[config.mk]
export PLATFORM = sky130hd
export DESIGN_NAME = tslms_sub
export DESIGN_NICKNAME = d
export VERILOG_FILES = /design/src/hdl/three_sorted_list_min_spread_macros.svh /design/src/hdl/tslms_pkg.sv /design/src/hdl/tslms_sub.sv
export SDC_FILE = /design/constraint.sdc
export NUM_CORES = 1
export LEC_CHECK = 0
export BUFFER_PORTS_ARGS = -buffer_cell sky130_fd_sc_hd__buf_2
export CAP_MARGIN = 20
export CORE_MARGIN = 10
export CORE_UTILIZATION = 30
export DETAILED_ROUTE_END_ITERATION = 12
export PLACE_DENSITY_LB_ADDON = 0.2
export SLEW_MARGIN = 30
export SYNTH_ARGS = -nofsm -noshare
export SYNTH_HDL_FRONTEND = slang
export SYNTH_SLANG_ARGS = --single-unit
[constraint.sdc]
create_clock -name vclk -period 4.04
set_clock_uncertainty 0.1 [all_clocks]
set_input_delay 0.606 -clock vclk [all_inputs]
set_output_delay 0.606 -clock vclk [all_outputs]
set_load 0.05 [all_outputs]
[src/hdl/three_sorted_list_min_spread_macros.svh]
// Assertion macros shared by the smallest-spread search block.
// Included by every RTL file that carries concurrent assertions; no other dependencies.
`ifndef THREE_SORTED_LIST_MIN_SPREAD_MACROS_SVH
`define THREE_SORTED_LIST_MIN_SPREAD_MACROS_SVH

// Condition that must hold at every clock edge outside reset.
`define TSLMS_ASSERT_ALWAYS(label, clk, rst, cond, msg) \
   label: assert property (@(posedge clk) disable iff (rst) (cond)) \
      else $error(msg);

// Consequence that must hold in the same cycle as the antecedent.
`define TSLMS_ASSERT_SAME(label, clk, rst, ante, cons, msg) \
   label: assert property (@(posedge clk) disable iff (rst) (ante) |-> (cons)) \
      else $error(msg);

// Consequence that must hold in the cycle after the antecedent.
`define TSLMS_ASSERT_NEXT(label, clk, rst, ante, cons, msg) \
   label: assert property (@(posedge clk) disable iff (rst) (ante) |=> (cons)) \
      else $error(msg);

`endif

[src/hdl/tslms_pkg.sv]
// Shared types and constants of the smallest-spread search block.
// No dependencies; used by the subtractor unit and the top level.
package tslms_pkg;

   localparam int DATA_W    = 32;
   localparam int OPND_W    = DATA_W + 1;
   localparam int NUM_LISTS = 3;

   // Operation carried by the mode field of a request beat.
   localparam logic MODE_LOAD  = 1'b0;
   localparam logic MODE_START = 1'b1;

   // Flags and low bits of one pass through the shared subtractor.
   typedef struct packed {
      logic              neg;
      logic [DATA_W-1:0] diff;
   } sub_res_type;

endpackage

[src/hdl/tslms_sub.sv]
// Shared 33-bit subtractor of the search: every compare and the spread use it.
// Depends on tslms_pkg for the operand width and the result struct.
module tslms_sub (
   input  logic [tslms_pkg::OPND_W-1:0] op_a,
   input  logic [tslms_pkg::OPND_W-1:0] op_b,
   output tslms_pkg::sub_res_type       res
);

   logic [tslms_pkg::OPND_W:0] wide;

   // One guard bit keeps the sign exact for any pair of 33-bit operands.
   assign wide     = {op_a[tslms_pkg::OPND_W-1], op_a} - {op_b[tslms_pkg::OPND_W-1], op_b};
   assign res.neg  = wide[tslms_pkg::OPND_W];
   assign res.diff = wide[tslms_pkg::DATA_W-1:0];

endmodule

==> run metrics, run 1 <==
vias per cell 4.88; Hold WC Path Type in -> out; wire length per cell 13.4 um; worst path arrival time 3150 ps; worst rel slew slack 61.4%; clkbuf count 0; n_diodes 0; crit-path max FO 3; setup_tns 0 ps; Comb power frac 100.0%; I/O pin count 99; DRT iter0 DRCs 95; status finished, final reports clean; GRT overflow 0; initial antenna violation count 0; crit-path cells buf_2, inv_1, ha_1, fa_1, nor2b_1, o2111ai_1, nand3b_1, o21ai_1, o21ai_1, a41oi_2, o31ai_1, xor2_1, clkbuf_4; synthesized instance count 269; Total Die Area 9740 um^2; layout cell share with drive strength beyond 1 32.1%; vias in the first global route 2180; RePlAce Congestion 0.798; residual DRC count 0; # setup viols final 0; Detail Placement HPWL 5190 um; register area 0 um^2; Final min period 3850 ps; Startpoint Class primary input; WHS Endpoint res[0]; Mean Syn Cell Area 6.90 um^2; slowest cell on the critical path fa_1; Tot Pwr 0.000685 W; Leakage Power 1.35 nW; Worst setup EP type primary output; Net Switching 0.000480 W; area growth from synthesis to layout 32.7%; largest net degree at the start of global routing 9; first-pass GRT wire length 9930 um; FFs & Latches 0; hold path start op_b[0]; Slew @ Worst Pin 572 ps; peak supply drop 168 uV; RSZ-0062 raised after global routing no; Crit path top cell by count o21ai_1; routed vias 2148; # Post-CTS Setup Buffers 0; Yosys warnings 0; row cnt 28; drt pass-1 iters 4; Routed Wire Length 5870 um; critical path class in -> out; Yosys cell types 48; CP required 3330 ps; Sequential Power Share 0%; Net Count, Synth 369; ANT nets after route 0; maximum clock rate 0.260 GHz; die height 98.7 um; Clk pwr share 0%; GRT Total Usage 11.3%; max cap viols 0; Seq/Total Area, Yosys 0%; Mapped Area 1860 um^2; # fillers 672; Hold Crit Depth 4; sw frac 70.0%; P per Cell Area 278 nW/um^2; Initial Util 31.2%; internal power 0.000206 W; max-slew violations 0; Final Cycle Share 95.4%; port buffer count 99; Die W 98.7 um; Layout Nets 467; Hold Fails Final Rpt 0; CORE AREA 5960 um^2; Worst path max stage delay 410 ps
## final cells by class
cell class / instances / area (um^2) / area share [%]
inverters: 42 / 158 / 6.40
multi-input cells: 223 / 1710 / 69.3
well taps: 75 / 93.8 / 3.81
repair buffers: 100 / 505 / 20.5
## stage by stage
| step | setup WS (ps) | utilization (%) | cell area (um^2) | cells | hold slack, ps |
|---|---|---|---|---|---|
| 2_1_floorplan | 82.5 | - | 1860 | 269 | 1390 |
| 3_3_place_gp | 168 | 40.9 | 2430 | 440 | 1520 |
| 3_5_place_dp | 99.7 | 40.9 | 2430 | 440 | 1530 |
| 4_1_cts | 91.3 | 40.9 | 2430 | 440 | 1530 |
| 5_1_grt | 0.332 | 41.4 | 2460 | 440 | 1560 |
| 6_report | 187 | 41.4 | 2460 | 440 | 1520 |
## logic make-up after synthesis
family / Yosys count / synth area share (%)
compound gates: 96 / 35.4
fa+ha+maj: 34 / 23.3
simple gates: 63 / 17.5
xor+xnor: 30 / 14.2
buf+inv: 46 / 9.57
## Yosys cell counts (all sizes together) (2+ instances only)
master   n  share of area (%)
o21bai   4                1.6
and3     3                1.0
inv     42                8.5
a31oi    5                1.7
o211ai   2               0.81
nor2b    5                1.7
a211oi   7                3.1
buf      2               0.67
a311oi   2                2.2
ha      33                 22
o21a     3                1.2
nand3    5                1.3
clkbuf   2               0.40
nor3     4                1.1
a41oi    3                1.4
nor2    14                3.2
nand4    2               0.67
a21o    11                4.4
nand2b   6                2.0
or2      2               0.67
o22ai    2               0.67
xnor2   15                7.1
nand2   16                3.4
xor2    15                7.1
o31ai    4                1.6
o21ai   23                6.6
a21oi   23                6.2
## per-layer routing
metal,part of all wire [%],routed length [um],global-route usage [%],vias up
li1,-,-,-,1146
met1,48,2840,15.2,943
met2,46,2690,19.1,59
met3,5.9,348,2.16,0
met4,0,0,0,0
met5,0,0,0,-
## critical path: cells and delay by family
family | cells | cell delay (ps)
XOR/XNOR | 1 | 160
adder cells (fa/ha/maj) | 2 | 620
buffers and inverters | 3 | 340
AND/OR/NAND/NOR | 2 | 340
AO/OA/AOI/OAI | 5 | 1060
## cell usage in the layout (no fill, tap or decap), types with 3 or more instances in the layout
cell       n
a211oi_1   5
a21o_1    11
a21oi_1   22
a31oi_1    5
and3_1     3
buf_2     98
ha_1      33
inv_1     42
nand2_1   15
nand2b_1   6
nand3_1    5
nor2_1    13
nor2b_1    5
nor3_1     4
o21a_1     3
o21ai_0   18
o21ai_1    3
o21bai_1   4
o31ai_1    3
xnor2_1   15
xor2_1    15
## power groups by stage
stage / registers, W / clock network (W) / logic, W
2_1_floorplan: 0 / 0 / 0.000521
3_3_place_gp: 0 / 0 / 0.000679
3_5_place_dp: 0 / 0 / 0.000681
4_1_cts: 0 / 0 / 0.000684
5_1_grt: 0 / 0 / 0.000742
6_report: 0 / 0 / 0.000685
## worst max path at each step
stage / start / endpoint / slack, ps
2_1_floorplan: op_a[0] / res[24] / 80
3_3_place_gp: op_a[0] / res[28] / 170
3_5_place_dp: op_a[0] / res[28] / 100
4_1_cts: op_a[0] / res[28] / 90
5_1_grt: op_b[1] / res[29] / 0.3
6_report: op_a[0] / res[24] / 190
## repair_timing
item	in CTS	in global routing
gates resized for setup	0	8
endpoints found under the setup margin	0	8
hold buffers	0	0
Note: power is estimated with default switching activity, not from simulation.
==> run 2, diff against run 1 <==
- BUFFER_PORTS_ARGS: -buffer_cell sky130_fd_sc_hd__buf_2 -> default
- DONT_BUFFER_PORTS: default -> 1
==> run 2 against run 1 <==
Final cell count is 16% lower. Power barely moved. Sequential share of layout area did not move. Critical path depth shrank 1. Fmax is 2.7% higher. Combinational power about the same. Count of clock-buffer cells in the layout unchanged. Design area shrank 12%. Critical endpoint is now res[28].
==> run metrics, run 2 (synthesis results as in run 1) <==
post-route setup slack 288 ps (+101 ps); Place WS 160 ps (+60.6 ps); wire length per cell 15.1 um (+13%); setup_tns 0 ps (unchanged); CP required 3330 ps (about the same); area growth from synthesis to layout 16.5%; status finished, final reports clean; max-slew violations 0 (unchanged); RSZ-0062 raised after global routing no; hold path start op_b[0]; residual DRC count 0 (unchanged); max cap viols 0 (unchanged); Final Cycle Share 92.9% (-2.5 points); ANT nets after route 0 (unchanged); sw frac 68.1% (-1.9 points); crit-path max FO 3 (unchanged); initial antenna violation count 0 (unchanged); worst path arrival time 3050 ps (-100 ps); Routed Wire Length 5590 um (-4.9%); Leakage Power 1.10 nW (-19%); Placed Cells 371 (-16%); worst rel slew slack 63.1% (+1.7 points); drt pass-1 iters 4 (unchanged); # Post-CTS Setup Buffers 0 (unchanged); Non-Filler Instances 371 (-16%); Total Die Area 9740 um^2 (unchanged); layout cell share with drive strength beyond 1 14.5% (-18 points); maximum clock rate 0.267 GHz (+2.7%); vias in the first global route 1952 (-10%); largest net degree at the start of global routing 9 (unchanged); first-pass GRT wire length 9270 um (-6.6%); Hold WC Path Type in -> out; die height 98.7 um (unchanged); Worst setup EP type primary output; internal power 0.000218 W (+6.2%); fin area 2160 um^2 (-12%); Net Switching 0.000467 W (-2.7%); Die W 98.7 um (unchanged); Hold WS 1400 ps (-117 ps); Sequential Power Share 0% (unchanged); Startpoint Class primary input; GRT overflow 0 (unchanged); Comb power frac 100.0% (about the same); routed vias 1912 (-11%); clkbuf count 0 (unchanged); row cnt 28 (unchanged); I/O pin count 99 (unchanged); most common cell after layout, fill and taps aside inv_1; multi-input logic area 1680 um^2 (-1.7%); register area 0 um^2 (unchanged); Detail Placement HPWL 5060 um (-2.6%); critical path class in -> out; # setup viols final 0 (unchanged); P per Cell Area 317 nW/um^2 (+14%); Layout Nets 398 (-15%); placed instance area 2160 um^2 (-11%); GRT Total Usage 10.7% (-0.59 points); Initial Util 31.2% (unchanged); worst setup path start op_a[0]; DRT iter0 DRCs 102 (+7.4%); RePlAce Congestion 0.847 (+6.2%); most frequent cells in the layout inv_1 (42), ha_1 (33), buf_4 (31); n_diodes 0 (unchanged); Clk pwr share 0% (unchanged); Final min period 3750 ps (-101 ps); FFs & Latches 0 (unchanged); Hold Fails Final Rpt 0 (unchanged); CORE AREA 5960 um^2 (unchanged); vias per cell 5.15 (+5.6%); port buffer count 0 (-100%); Slew @ Worst Pin 547 ps (-25.0 ps); peak supply drop 144 uV (-14%); # fillers 671 (-0.15%)
run 2: layer usage:
layer  GRT usage (%)  routed length, um  vias to the layer above  share of wire (%)
li1                -                  -                     1012                  -
met1            14.1               2620                      847                 47
met2            17.9               2580                       53                 46
met3            2.72                385                        0                6.9
met4               0                  0                        0                  0
met5               0                  0                        -                  0
run 2: worst max-delay path, stage by stage:
cell       delay (ps)
inv_1              20
ha_1              210
fa_1              400
nor2b_1           180
o2111ai_1         140
nand3b_1          160
o21ai_1           130
o21ai_1           250
a41oi_1           250
o31ai_1           310
xor2_1            170
buf_4             220
run 2: what timing repair did:
item	4_1_cts	5_1_grt
endpoints found under the setup margin	0	2
resized for setup	0	1
hold buffers	0	0
run 2: path summary, 6_finish.rpt:
| path | endpoint | cells past startpoint |
|---|---|---|
| min | res[0] | 2 |
| max | res[28] | 12 |
run 2: cell type report:
type / instances / share of cell area [%]
multi-input combinational: 223 / 77.6
tap: 75 / 4.34
timing repair buffer: 31 / 10.8
inverter: 42 / 7.29
run 2: power by group through the flow:
stage | Combinational [W] | Clock [W] | Sequential, W
final | 0.000685 | 0 | 0
after global routing | 0.000739 | 0 | 0
after CTS | 0.000693 | 0 | 0
after detailed placement | 0.000691 | 0 | 0
after global placement | 0.000690 | 0 | 0
after floorplan | 0.000521 | 0 | 0
run 2: stage by stage:
| step | utilization [%] | total power, W |
|---|---|---|
| 3_5_place_dp | 36.3 | 0.000691 |
| 2_1_floorplan | - | 0.000521 |
| 5_1_grt | 36.3 | 0.000739 |
| 6_report | 36.3 | 0.000685 |
| 4_1_cts | 36.3 | 0.000693 |
| 3_3_place_gp | 36.3 | 0.000690 |
